--- src/rtl/otq_pkg.sv ---
// Shared types and codes for the ordered timer queue.
`default_nettype none
package otq_pkg;
	typedef enum logic [1:0] {
		FUNC_ADD    = 2'd0,
		FUNC_REMOVE = 2'd1,
		FUNC_TICK   = 2'd2,
		FUNC_NONE   = 2'd3
	} func_t;

	typedef enum logic [1:0] {
		EV_ADDED   = 2'd0,
		EV_FULL    = 2'd1,
		EV_REMOVED = 2'd2,
		EV_FIRED   = 2'd3
	} event_t;

	typedef enum logic [2:0] {
		ST_IDLE,
		ST_SCAN,
		ST_FIRE,
		ST_EMIT
	} state_t;
endpackage
`default_nettype wire

--- src/rtl/otq_cmd_fifo.sv ---
// Command queue between the front end and the timer engine.
`default_nettype none
module otq_cmd_fifo #(
	parameter int WIDTH = 59,
	parameter int DEPTH = 2
) (
	input  wire logic             clk,
	input  wire logic             arst_n,
	input  wire logic             in_valid,
	output logic                  in_ready,
	input  wire logic [WIDTH-1:0] in_data,
	output logic                  out_valid,
	input  wire logic             out_ready,
	output logic [WIDTH-1:0]      out_data
);
	localparam int AW = (DEPTH > 1) ? $clog2(DEPTH) : 1;
	logic [WIDTH-1:0] mem_q [DEPTH];
	logic [AW-1:0] wr_q, rd_q;
	logic [AW:0] cnt_q;
	logic push, pop;

	assign in_ready  = (cnt_q != (AW+1)'(DEPTH));
	assign out_valid = (cnt_q != '0);
	assign out_data  = mem_q[rd_q];
	assign push = in_valid && in_ready;
	assign pop  = out_valid && out_ready;

	always_ff @(posedge clk) begin
		if (push) mem_q[wr_q] <= in_data;
	end

	always_ff @(posedge clk or negedge arst_n) begin
		if (!arst_n) begin
			wr_q <= '0;
			rd_q <= '0;
			cnt_q <= '0;
		end else begin
			if (push) wr_q <= (wr_q == AW'(DEPTH-1)) ? '0 : wr_q + 1'b1;
			if (pop) rd_q <= (rd_q == AW'(DEPTH-1)) ? '0 : rd_q + 1'b1;
			cnt_q <= cnt_q + (AW+1)'(push) - (AW+1)'(pop);
		end
	end
endmodule
`default_nettype wire

--- src/rtl/otq_engine.sv ---
// Timer table and sequencer: add, remove and tick with ordered firing.
`default_nettype none
module otq_engine #(
	parameter int SLOTS      = 16,
	parameter int TIME_BITS  = 48,
	parameter int DELAY_BITS = 24,
	parameter int ID_BITS    = 32
) (
	input  wire logic                  clk,
	input  wire logic                  arst_n,
	input  wire logic                  cmd_valid,
	output logic                       cmd_ready,
	input  wire otq_pkg::func_t        cmd_func,
	input  wire logic [DELAY_BITS-1:0] cmd_delay,
	input  wire logic                  cmd_repeat,
	input  wire logic [ID_BITS-1:0]    cmd_id,
	output logic                       out_valid,
	input  wire logic                  out_ready,
	output logic [1:0]                 event_res,
	output logic [31:0]                task_id_res,
	output logic [31:0]                rearm_id,
	output logic                       found,
	output logic                       last
);
	localparam int SW = (SLOTS > 1) ? $clog2(SLOTS) : 1;
	localparam int CW = $clog2(SLOTS + 1);

	otq_pkg::state_t state_q, state_d;
	logic [TIME_BITS-1:0]  now_q;
	logic [ID_BITS-1:0]    idc_q;
	logic [SLOTS-1:0]      valid_q, done_q;
	logic [TIME_BITS-1:0]  exp_q [SLOTS];
	logic [ID_BITS-1:0]    ident_q [SLOTS];
	logic                  per_q [SLOTS];
	logic [DELAY_BITS-1:0] prd_q [SLOTS];

	otq_pkg::func_t        func_q;
	logic [DELAY_BITS-1:0] delay_q;
	logic                  rep_q;
	logic [ID_BITS-1:0]    tid_q;
	logic [CW-1:0]         idx_q;
	logic                  have_q;
	logic [SW-1:0]         best_q;
	logic                  any_q;

	logic                  ov_q;
	logic [1:0]            ev_q;
	logic [31:0]           oid_q, orearm_q;
	logic                  ofnd_q, olast_q;

	logic [SW-1:0] idx_s;
	logic [ID_BITS-1:0] nid;
	logic cand, better;

	assign idx_s = idx_q[SW-1:0];
	assign nid = (idc_q + 1'b1 == '0) ? ID_BITS'(1) : idc_q + 1'b1;
	assign cand = valid_q[idx_s] && !done_q[idx_s] && (exp_q[idx_s] <= now_q);
	assign better = !have_q || (exp_q[idx_s] < exp_q[best_q]) ||
		(exp_q[idx_s] == exp_q[best_q] && ident_q[idx_s] < ident_q[best_q]);

	assign cmd_ready = (state_q == otq_pkg::ST_IDLE) && !ov_q;
	assign out_valid = ov_q;
	assign event_res = ev_q;
	assign task_id_res = oid_q;
	assign rearm_id = orearm_q;
	assign found = ofnd_q;
	assign last = olast_q;

	always_comb begin
		state_d = state_q;
		case (state_q)
			otq_pkg::ST_IDLE:
				if (cmd_valid && cmd_ready && cmd_func != otq_pkg::FUNC_NONE)
					state_d = otq_pkg::ST_SCAN;
			otq_pkg::ST_SCAN:
				if (idx_q == CW'(SLOTS)) state_d = otq_pkg::ST_FIRE;
			otq_pkg::ST_FIRE: state_d = otq_pkg::ST_EMIT;
			otq_pkg::ST_EMIT:
				if (!ov_q) begin
					if (func_q == otq_pkg::FUNC_TICK && any_q) state_d = otq_pkg::ST_SCAN;
					else state_d = otq_pkg::ST_IDLE;
				end
			default: state_d = otq_pkg::ST_IDLE;
		endcase
	end

	// Slot payload, command fields and output registers: no reset.
	always_ff @(posedge clk) begin
		if (state_q == otq_pkg::ST_FIRE && func_q == otq_pkg::FUNC_ADD && have_q) begin
			exp_q[best_q] <= now_q + TIME_BITS'(delay_q);
			ident_q[best_q] <= nid;
			per_q[best_q] <= rep_q;
			prd_q[best_q] <= (delay_q == '0) ? DELAY_BITS'(1) : delay_q;
		end
		if (state_q == otq_pkg::ST_FIRE && func_q == otq_pkg::FUNC_TICK && have_q &&
			per_q[best_q]) begin
			ident_q[best_q] <= nid;
			exp_q[best_q] <= now_q + TIME_BITS'(prd_q[best_q]);
		end
		if (state_q == otq_pkg::ST_IDLE && cmd_valid && cmd_ready) begin
			delay_q <= cmd_delay;
			rep_q <= cmd_repeat;
			tid_q <= cmd_id;
		end
		if (state_q == otq_pkg::ST_FIRE) begin
			oid_q <= '0;
			orearm_q <= '0;
			ofnd_q <= 1'b0;
			olast_q <= 1'b1;
			ev_q <= otq_pkg::EV_ADDED;
			case (func_q)
				otq_pkg::FUNC_ADD: begin
					ev_q <= have_q ? otq_pkg::EV_ADDED : otq_pkg::EV_FULL;
					if (have_q) oid_q <= 32'(nid);
				end
				otq_pkg::FUNC_REMOVE: begin
					ev_q <= otq_pkg::EV_REMOVED;
					oid_q <= 32'(tid_q);
					ofnd_q <= have_q;
				end
				otq_pkg::FUNC_TICK: begin
					ev_q <= otq_pkg::EV_FIRED;
					oid_q <= 32'(ident_q[best_q]);
					if (per_q[best_q]) orearm_q <= 32'(nid);
					olast_q <= 1'b0;
				end
				default: ;
			endcase
		end
		if (state_q == otq_pkg::ST_SCAN && idx_q == CW'(SLOTS) &&
			func_q == otq_pkg::FUNC_TICK && have_q)
			olast_q <= 1'b0;
	end

	always_ff @(posedge clk or negedge arst_n) begin
		if (!arst_n) begin
			state_q <= otq_pkg::ST_IDLE;
			now_q <= '0;
			idc_q <= '0;
			valid_q <= '0;
			done_q <= '0;
			func_q <= otq_pkg::FUNC_NONE;
			idx_q <= '0;
			have_q <= 1'b0;
			best_q <= '0;
			any_q <= 1'b0;
			ov_q <= 1'b0;
		end else begin
			state_q <= state_d;
			if (ov_q && out_ready) ov_q <= 1'b0;
			case (state_q)
				otq_pkg::ST_IDLE:
					if (cmd_valid && cmd_ready && cmd_func != otq_pkg::FUNC_NONE) begin
						func_q <= cmd_func;
						idx_q <= '0;
						have_q <= 1'b0;
						best_q <= '0;
						any_q <= 1'b0;
						done_q <= '0;
						if (cmd_func == otq_pkg::FUNC_TICK) now_q <= now_q + 1'b1;
					end
				otq_pkg::ST_SCAN:
					if (idx_q != CW'(SLOTS)) begin
						idx_q <= idx_q + 1'b1;
						case (func_q)
							otq_pkg::FUNC_ADD:
								if (!have_q && !valid_q[idx_s]) begin
									have_q <= 1'b1;
									best_q <= idx_s;
								end
							otq_pkg::FUNC_REMOVE:
								if (!have_q && valid_q[idx_s] && ident_q[idx_s] == tid_q) begin
									have_q <= 1'b1;
									best_q <= idx_s;
								end
							otq_pkg::FUNC_TICK:
								if (cand && better) begin
									have_q <= 1'b1;
									best_q <= idx_s;
								end
							default: ;
						endcase
					end
				otq_pkg::ST_FIRE: begin
					case (func_q)
						otq_pkg::FUNC_ADD: begin
							ov_q <= 1'b1;
							if (have_q) begin
								valid_q[best_q] <= 1'b1;
								idc_q <= nid;
							end
						end
						otq_pkg::FUNC_REMOVE: begin
							ov_q <= 1'b1;
							if (have_q) valid_q[best_q] <= 1'b0;
						end
						otq_pkg::FUNC_TICK:
							if (have_q) begin
								done_q[best_q] <= 1'b1;
								any_q <= 1'b1;
								ov_q <= 1'b1;
								if (per_q[best_q]) idc_q <= nid;
								else valid_q[best_q] <= 1'b0;
							end
						default: ;
					endcase
				end
				otq_pkg::ST_EMIT:
					// hold the fired item until taken, then look for the next one
					if (func_q == otq_pkg::FUNC_TICK && any_q && !ov_q) begin
						idx_q <= '0;
						have_q <= 1'b0;
						any_q <= 1'b0;
					end
				default: ;
			endcase
		end
	end
endmodule
`default_nettype wire

--- src/rtl/ordered_timer_queue_top.sv ---
// Top level of the ordered timer queue.
// One item at a time. The engine takes an item while idle, then scans all slots, fires
// and emits; an add or remove keeps it busy until its result has been passed on.
// A tick takes one scan per fired timer plus one final empty scan. A fired timer is
// delivered before the next scan, and its last flag is set on the item found by the
// final scan to be the end: so each fired item waits for one lookahead scan. Output
// stalls stretch each of these. Items enter through a two-entry queue.
`default_nettype none
module ordered_timer_queue_top #(
	parameter int SLOTS      = 16,
	parameter int TIME_BITS  = 48,
	parameter int DELAY_BITS = 24,
	parameter int ID_BITS    = 32
) (
	input  wire logic                  clk,
	input  wire logic                  arst_n,
	input  wire logic                  in_valid,
	output logic                       in_ready,
	input  wire logic [1:0]            func,
	input  wire logic [DELAY_BITS-1:0] delay,
	input  wire logic                  repeat_req,
	input  wire logic [31:0]           task_id,
	output logic                       out_valid,
	input  wire logic                  out_ready,
	output logic [1:0]                 event_res,
	output logic [31:0]                task_id_res,
	output logic [31:0]                rearm_id,
	output logic                       found,
	output logic                       last
);
	localparam int QW = 2 + DELAY_BITS + 1 + ID_BITS;
	logic [QW-1:0] q_in, q_out;
	logic q_valid, q_ready;
	logic pv;
	logic [1:0] pev;
	logic [31:0] pid, prearm;
	logic pfnd, plast;
	logic hold_q;
	logic [1:0] hev_q;
	logic [31:0] hid_q, hrearm_q;
	logic hfnd_q;
	logic ready_fire, pend_last_q;

	assign q_in = {func, delay, repeat_req, ID_BITS'(task_id)};

	otq_cmd_fifo #(.WIDTH(QW), .DEPTH(2)) u_fifo (
		.clk, .arst_n,
		.in_valid(in_valid), .in_ready(in_ready), .in_data(q_in),
		.out_valid(q_valid), .out_ready(q_ready), .out_data(q_out)
	);

	logic eng_ready;
	otq_engine #(.SLOTS(SLOTS), .TIME_BITS(TIME_BITS), .DELAY_BITS(DELAY_BITS),
		.ID_BITS(ID_BITS)) u_eng (
		.clk, .arst_n,
		.cmd_valid(q_valid), .cmd_ready(eng_ready),
		.cmd_func(otq_pkg::func_t'(q_out[QW-1 -: 2])),
		.cmd_delay(q_out[ID_BITS+1 +: DELAY_BITS]),
		.cmd_repeat(q_out[ID_BITS]),
		.cmd_id(q_out[ID_BITS-1:0]),
		.out_valid(pv), .out_ready(!hold_q || ready_fire),
		.event_res(pev), .task_id_res(pid), .rearm_id(prearm),
		.found(pfnd), .last(plast)
	);
	assign q_ready = eng_ready;

	// Hold a fired item until the next scan tells whether it was the last.
	logic take;
	assign take = pv && (!hold_q || ready_fire);
	assign out_valid = hold_q && (pend_last_q || (pv && !pend_last_q));
	assign ready_fire = out_valid && out_ready;
	assign event_res = hev_q;
	assign task_id_res = hid_q;
	assign rearm_id = hrearm_q;
	assign found = hfnd_q;
	assign last = pend_last_q;

	// pend_last_q: held item is final.
	logic eng_idle_seen;
	assign eng_idle_seen = eng_ready && !pv;

	always_ff @(posedge clk) begin
		if (take) begin
			hev_q <= pev;
			hid_q <= pid;
			hrearm_q <= prearm;
			hfnd_q <= pfnd;
		end
	end

	always_ff @(posedge clk or negedge arst_n) begin
		if (!arst_n) begin
			hold_q <= 1'b0;
			pend_last_q <= 1'b0;
		end else begin
			if (take) begin
				hold_q <= 1'b1;
				pend_last_q <= plast;
			end else if (ready_fire) begin
				hold_q <= 1'b0;
				pend_last_q <= 1'b0;
			end else if (hold_q && eng_idle_seen) begin
				pend_last_q <= 1'b1;
			end
		end
	end

	a_last_only_held: assert property (@(posedge clk) disable iff (!arst_n)
		out_valid |-> hold_q) else $error("result shown without held item");
	a_fire_nonzero: assert property (@(posedge clk) disable iff (!arst_n)
		(out_valid && event_res == otq_pkg::EV_FIRED) |-> task_id_res != '0)
		else $error("fired id is zero");
	a_remove_rearm: assert property (@(posedge clk) disable iff (!arst_n)
		(out_valid && event_res != otq_pkg::EV_FIRED) |-> rearm_id == '0)
		else $error("rearm id on non-fire item");
endmodule
`default_nettype wire

--- config.mk ---
export PLATFORM = sky130hd
export DESIGN_NAME = ordered_timer_queue_top
export DESIGN_NICKNAME = d
export VERILOG_FILES = /design/src/rtl/otq_pkg.sv /design/src/rtl/otq_cmd_fifo.sv /design/src/rtl/otq_engine.sv /design/src/rtl/ordered_timer_queue_top.sv
export SDC_FILE = /design/constraint.sdc
export NUM_CORES = 2
export LEC_CHECK = 0
export BUFFER_PORTS_ARGS = -buffer_cell sky130_fd_sc_hd__buf_2
export CAP_MARGIN = 25
export CORE_MARGIN = 3
export CORE_UTILIZATION = 34
export DETAILED_ROUTE_END_ITERATION = 8
export HOLD_SLACK_MARGIN = 0.1
export PLACE_DENSITY = 0.5
export SETUP_SLACK_MARGIN = 0.2
export SLEW_MARGIN = 20
export SYNTH_ARGS = -nofsm -noshare
export SYNTH_HDL_FRONTEND = slang
export SYNTH_SLANG_ARGS = --single-unit
--- constraint.sdc ---
create_clock -name clk -period 15.5 [get_ports clk]
set_input_delay 0.775 -clock clk [delete_from_list [all_inputs] [get_ports clk]]
set_output_delay 0.775 -clock clk [all_outputs]
set_load 0.005 [all_outputs]
### Word level (Yosys, flattened, before mapping)

Memory sizes are Yosys's and may differ from the RTL's.
Index checks and enable logic that the tools add are counted.

* output and inout port bits: 70
* memories kept: 5
* input bits: 63
* bits in registers: 327
* memory bits (writable): 1798

* equality and inequality tests: 28
* add/subtract/negate cells: 9
* multiplexer cells: 72
* bitwise logic cells: 6
* magnitude comparators: 6
* reductions and logical operators: 65

Memory list
* u_eng.exp_q: depth 16, width 48, rd ports 2, clocked after memory_dff 0, wr ports 1, line otq_engine.sv:32 `logic [TIME_BITS-1:0] exp_q [SLOTS];`
* u_eng.ident_q: depth 16, width 32, rd ports 2, clocked after memory_dff 0, wr ports 1, line otq_engine.sv:33 `logic [ID_BITS-1:0] ident_q [SLOTS];`
* u_eng.prd_q: depth 16, width 24, rd ports 1, clocked after memory_dff 0, wr ports 1, line otq_engine.sv:35 `logic [DELAY_BITS-1:0] prd_q [SLOTS];`
* u_fifo.mem_q: depth 2, width 59, rd ports 1, clocked after memory_dff 0, wr ports 1, line otq_cmd_fifo.sv:17 `logic [WIDTH-1:0] mem_q [DEPTH];`
* u_eng.per_q: depth 16, width 1, rd ports 1, clocked after memory_dff 0, wr ports 1, line otq_engine.sv:34 `logic per_q [SLOTS];`

Operator list (count)
* $mux W32: 6
* $mux W16: 7
* $add A48 B24 Y48: 2
* $pmux W32 S3: 1
* $pmux W32 S2: 1
* $add A48 B1 Y48 const B: 1
* $eq A48 B48 Y1: 1
* $le A48 B48 Y1: 1
* $lt A48 B48 Y1: 1
* $mux W48: 1
* $pmux W16 S3: 1
* $add A32 B1 Y32 const B: 1
* $eq A32 B32 Y1: 1
* $logic_not A32 Y1: 1
* $lt A32 B32 Y1: 1
* $or A16 B16 Y16: 2
* $pmux W16 S2: 1
* $logic_and A1 B1 Y1: 30
* $mux W1: 30
* $logic_not A24 Y1: 1
* $mux W24: 1
* $mux W4: 5
* $ne A2 B2 Y1 const B: 9
* $and A16 B16 Y16: 1
* other kinds (42): 79

### Longest topological paths before layout

* word-level depth: 11
* depth in mapped cells: 22
* depth with buffers taken out: 16

### Modules after synthesis

From an unflattened synthesis, not the netlist that was laid out.

* cell total of the unflattened synthesis: 5131
* area, all modules: 97109.4 um^2

Modules (own cells, without submodules)
* otq_engine: area each 90468.0 um^2, times used 1, seq. area each 57397.5 um^2, cells each 4844
* otq_cmd_fifo: area each 4499.3 um^2, times used 1, seq. area each 3643.5 um^2, cells each 206
* ordered_timer_queue_top: area each 2142.1 um^2, times used 1, seq. area each 2062.0 um^2, cells each 81

### Worst setup path before layout

Ideal clock, no wire load.

* path kind: flip-flop to flip-flop
* from: register u_eng.state_q[0]
* to: memory u_eng.exp_q[15][0] (enable)
* slack: 8.133 ns
* stages on the path, launching flop included: 8
* path buffers: 2
* data arrival time: 6.848 ns
* setup time: 0.519 ns
* cell sequence: dfrtp_1 inv_1 ha_1 nand4_1 and2_1 clkbuf_1 clkbuf_1 nor2_1

* word-level cells in the longest chain between the ends: 7
* elaborated cells on any way between the ends: 11

Ends and longest elaborated chain
* from (decl): line otq_engine.sv:28 `otq_pkg::state_t state_q, state_d;`
* from (signal assigned): line otq_engine.sv:137 `state_q <= otq_pkg::ST_IDLE;`
* from (signal assigned): line otq_engine.sv:149 `state_q <= state_d;`
* $eq A3 B2 Y1 *: line otq_engine.sv:89, otq_engine.sv:95
* $logic_and A1 B1 Y1 (3 in a row): line otq_engine.sv:95 `if (state_q == otq_pkg::ST_FIRE && func_q == otq_pkg::FUNC_TICK && have_q &&`
* $mux W1: line otq_engine.sv:95
* $mux W1 (implied by the code): line otq_engine.sv:98 `exp_q[best_q] <= now_q + TIME_BITS'(prd_q[best_q]);`
* $or A1 B1 Y1 (no line) *
* to (decl): line otq_engine.sv:32

Mark *: on every way between the ends. The rest lies on a longest branch, timed or not.

### Worst setup path after layout

* from: register u_eng.best_q[0]
* to: register u_eng.best_q[2]

* word-level cells in the longest chain between the ends: 7
* elaborated cells on any way between the ends: 11

Ends and longest elaborated chain
* from (decl): line otq_engine.sv:43 `logic [SW-1:0] best_q;`
* from (signal assigned): line otq_engine.sv:169 `best_q <= idx_s;`
* from (signal assigned): line otq_engine.sv:174 `best_q <= idx_s;`
* from (signal assigned): line otq_engine.sv:179 `best_q <= idx_s;`
* $mem_v2 Z16 W48 / $mem_v2 Z16 W32 (equally long branches)
* $lt A48 B48 Y1 (tied with other cells): line otq_engine.sv:58 `assign better = !have_q || (exp_q[idx_s] < exp_q[best_q]) ||`
* $logic_or A1 B1 Y1 / $logic_and A1 B1 Y1 (equally long branches): line otq_engine.sv:58, otq_engine.sv:59
* $logic_or A1 B1 Y1 *: line otq_engine.sv:58
* $logic_and A1 B1 Y1 *: line otq_engine.sv:177 `if (cand && better) begin`
* $ne A3 B3 Y1 (no line) *
* $reduce_and A7 Y1 (no line) *

Marked as above.
A chain may end at the register's enable or synchronous reset.

==> out/results.ini <==
[synth]
synthCells=5188
synth_edf_count=1989
ys_seq_area_share_pct=64.8
syn_nets=5417
synth_top_flop_cell=sky130_fd_sc_hd__edfxtp_1
yosys_register_bits=2124
yosys_warnings=0
syn_area_um2=97400
netlist-cell-type-count=101
synth-async-reset-ratio_pct=6.31
synth.avg_cell_area_um2=18.8

[clock_network]
clk-insertion-delay-late_ns=0.90
clock_path_buffers=4
cts.repair.resized=0
cts_tree=built
cts_buf_count=237
clock_sinks=2124
ctsHtreeMaxLevel=4
clk_pin_slew_worst_paths_ns=0.06
cts_root_buf=sky130_fd_sc_hd__clkbuf_16

[drt]
route.vias.total=53517
avgRoutedWirePerCell_um=31.1
totalWireLength_mm=293
vias_per_inst=5.69
drt_first_pass_iters=9
route.antenna.remaining_nets=0
detailedRoute.firstIterationViolations=5808
remaining_drc_errors=1

[placed_design]
gp_congestion=0.830
placedCellCount=8908
place.port_buffers=132
dp_hpwl_mm=174

[final_layout]
most-common-layout-cells=sky130_fd_sc_hd__edfxtp_1, sky130_fd_sc_hd__mux4_2, sky130_fd_sc_hd__clkbuf_16
leading_cell_type_in_the_layout_fill_and_taps_excluded=sky130_fd_sc_hd__edfxtp_1
post_route_cells_drive_above_1_share_pct=31.0
layoutNonFillerInstCount=9404
final_core_util_pct=39.4
final_net_count=5697
layout.filler_cells=25493
area_growth_pct=14.7

[run_status]
failed_checks=design-rule violations
outcome=finished, violations left

[worst_setup_path]
r2r_start=u_eng.best_q[0]
critical_path_arrival_ns=8.96
r2r-end=u_eng.best_q[2]
worst_ep_required_time_ns=16.27
regToRegSetupSlack_ns=7.31
crit_type=reg -> reg
setup.worst_path.end_class=register
crit_fanout=83
worstSetupStartpointType=register
r2r_cells=17

[grt]
vias_in_the_first_global_route=55357
antenna_violations_before_repair=10
global_route_wire_length_before_repair_mm=418
grt_overflow=0
grtUsageTotal_pct=19.7
pin_count_of_the_biggest_net_entering_global_routing=120

[floorplan]
placeableCoreArea_um2=284000
die-height_um=541
full_die_area_um2=293000
boundaryPins=133
placement_rows=195
die_w_um=541
initial_core_util_pct=34.3

[timing]
period_share_pct=52.8
report.final.slew_viol_count=0
report.final.setup_viol=0
period_needed_ns=8.19
number_of_endpoints_with_negative_hold_slack_in_the_final_report=0
fin_skew_ns=0.0860
maxClockFrequency_mhz=122
fin_tns_setup_ns=0
max_slew.worst_pin.slew_ns=1.13
timing.max_slew.rel_slack_pct=24.7
rsz_0062_raised_after_global_routing=no

[job]
maxCapViolations=0

[hold_path]
worst_hold_startpoint=out_ready
hold_path_end=hold_q
worst_hold_path.num_cells=3
path_category_of_the_worst_min_delay_check=in -> reg

[power]
p_leak_nw=36.3
pwr_density_cell_nw_per_um2=157
ir_worst_vdd_mv=0.134

[what timing repair did]
action                                 in CTS  in global routing
setup buffers                               0                  0
endpoints found under the hold margin     198                  0
hold buffers                               60                  0
[where the power goes]
| part | total [W] | internal (W) | switching (W) |
|---|---|---|---|
| registers | 0.00734 | 0.00697 | 0.000372 |
| logic | 0.00462 | 0.00188 | 0.00275 |
| clock network | 0.00561 | 0.00329 | 0.00233 |
[logic make-up after synthesis]
| family | share of synthesized area [%] |
|---|---|
| adders and majority gates | 2.14 |
| DFF | 64.8 |
| and+or+nand+nor | 3.44 |
| muxes | 22.6 |
| AOI/OAI and AO/OA | 3.08 |
| xor gates and xnor gates | 1.68 |
| buffers and inverters | 2.25 |
[worst max-delay path, cell delays in order (launching register included)]
cell and delay (ns):
sky130_fd_sc_hd__dfrtp_4 0.86, sky130_fd_sc_hd__buf_4 0.68, sky130_fd_sc_hd__buf_4 0.72, sky130_fd_sc_hd__buf_12 0.61, sky130_fd_sc_hd__buf_4 0.74, sky130_fd_sc_hd__mux4_2 0.60, sky130_fd_sc_hd__mux4_2 0.46, sky130_fd_sc_hd__inv_1 0.11
sky130_fd_sc_hd__ha_1 0.15, sky130_fd_sc_hd__nand4_1 0.20, sky130_fd_sc_hd__nor4_1 0.92, sky130_fd_sc_hd__nand2_1 0.40, sky130_fd_sc_hd__nor3_1 0.29, sky130_fd_sc_hd__o21ai_0 0.15, sky130_fd_sc_hd__a211oi_2 0.24, sky130_fd_sc_hd__o31a_2 0.25
sky130_fd_sc_hd__nand3_4 0.12, sky130_fd_sc_hd__a32o_1 0.26
[flip-flops by register name, indices dropped and copies added (netlist names), 4 cells and up, named ones only]
| name | cells |
|---|---|
| u_eng.per_q | 16 |
| u_eng.exp_q | 768 |
| u_eng.best_q | 4 |
| u_eng.prd_q | 384 |
| u_eng.idx_q | 5 |
| u_eng.rearm_id | 32 |
| u_eng.delay_q | 24 |
| u_eng.done_q | 16 |
| u_eng.ident_q | 512 |
| rearm_id | 32 |
| u_eng.idc_q | 32 |
| task_id_res | 32 |
| u_eng.task_id_res | 32 |
| u_fifo.mem_q | 118 |
| u_eng.now_q | 48 |
| u_eng.tid_q | 32 |
[final cells by class]
| class | count | area [µm²] | share of cell area [%] |
|---|---|---|---|
| antenna | 3 | 7.51 | 0.00672 |
| clock buffer | 301 | 6320 | 5.66 |
| clock inverter | 128 | 1370 | 1.22 |
| inverter | 189 | 714 | 0.639 |
| multi-input combinational | 2546 | 32600 | 29.2 |
| sequential | 2124 | 63100 | 56.5 |
| tap | 3743 | 4680 | 4.19 |
| timing repair buffer | 370 | 2870 | 2.57 |
[metrics by stage]
| step | instance area [µm²] | setup slack (ns) | total power, W | hold WS [ns] |
|---|---|---|---|---|
| 3_3_place_gp | 103000 | 7.24 | 0.0120 | 0.404 |
| 2_1_floorplan | 97400 | 8.13 | 0.0103 | 0.400 |
| 4_1_cts | 112000 | 7.18 | 0.0177 | 0.152 |
| 5_1_grt | 112000 | 6.76 | 0.0183 | 0.204 |
| 6_report | 112000 | 7.31 | 0.0176 | 0.233 |
| 3_5_place_dp | 103000 | 7.19 | 0.0121 | 0.405 |
[cells in the mapped netlist (all sizes together), types with 80 or more instances]
cell / count / share of area [%]
edfxtp: 1989 / 61
mux4: 895 / 21
nor2: 208 / 0.81
xnor2: 140 / 1.3
nand2: 203 / 0.79
a21oi: 93 / 0.48
buf: 123 / 0.72
o21ai: 80 / 0.41
inv: 185 / 0.71
ha: 165 / 2.1
clkbuf: 206 / 0.80
dfrtp: 132 / 3.4
mux2: 111 / 1.3
[routing by layer]
| layer | track usage (%) | wire [µm] | vias to the layer above |
|---|---|---|---|
| li1 | - | - | 22060 |
| met1 | 28.7 | 131000 | 28974 |
| met2 | 30.7 | 135000 | 2046 |
| met3 | 3.49 | 19700 | 435 |
| met4 | 4.91 | 7300 | 2 |
| met5 | 0 | 7 | - |
[how the worst max path moves through the flow]
stage,from,end,slack [ns],cells past startpoint
floorplan,u_eng.state_q[0],u_eng.exp_q[15][0],8.13,7
global placement,u_eng.best_q[0],u_eng.best_q[2],7.24,16
detailed placement,u_eng.best_q[0],u_eng.best_q[2],7.19,17
CTS,u_eng.best_q[0],u_eng.best_q[2],7.18,17
global route,u_eng.best_q[0],u_eng.best_q[2],6.76,17
finish,u_eng.best_q[0],u_eng.best_q[2],7.31,17
Power figures use the tool's default switching activity.
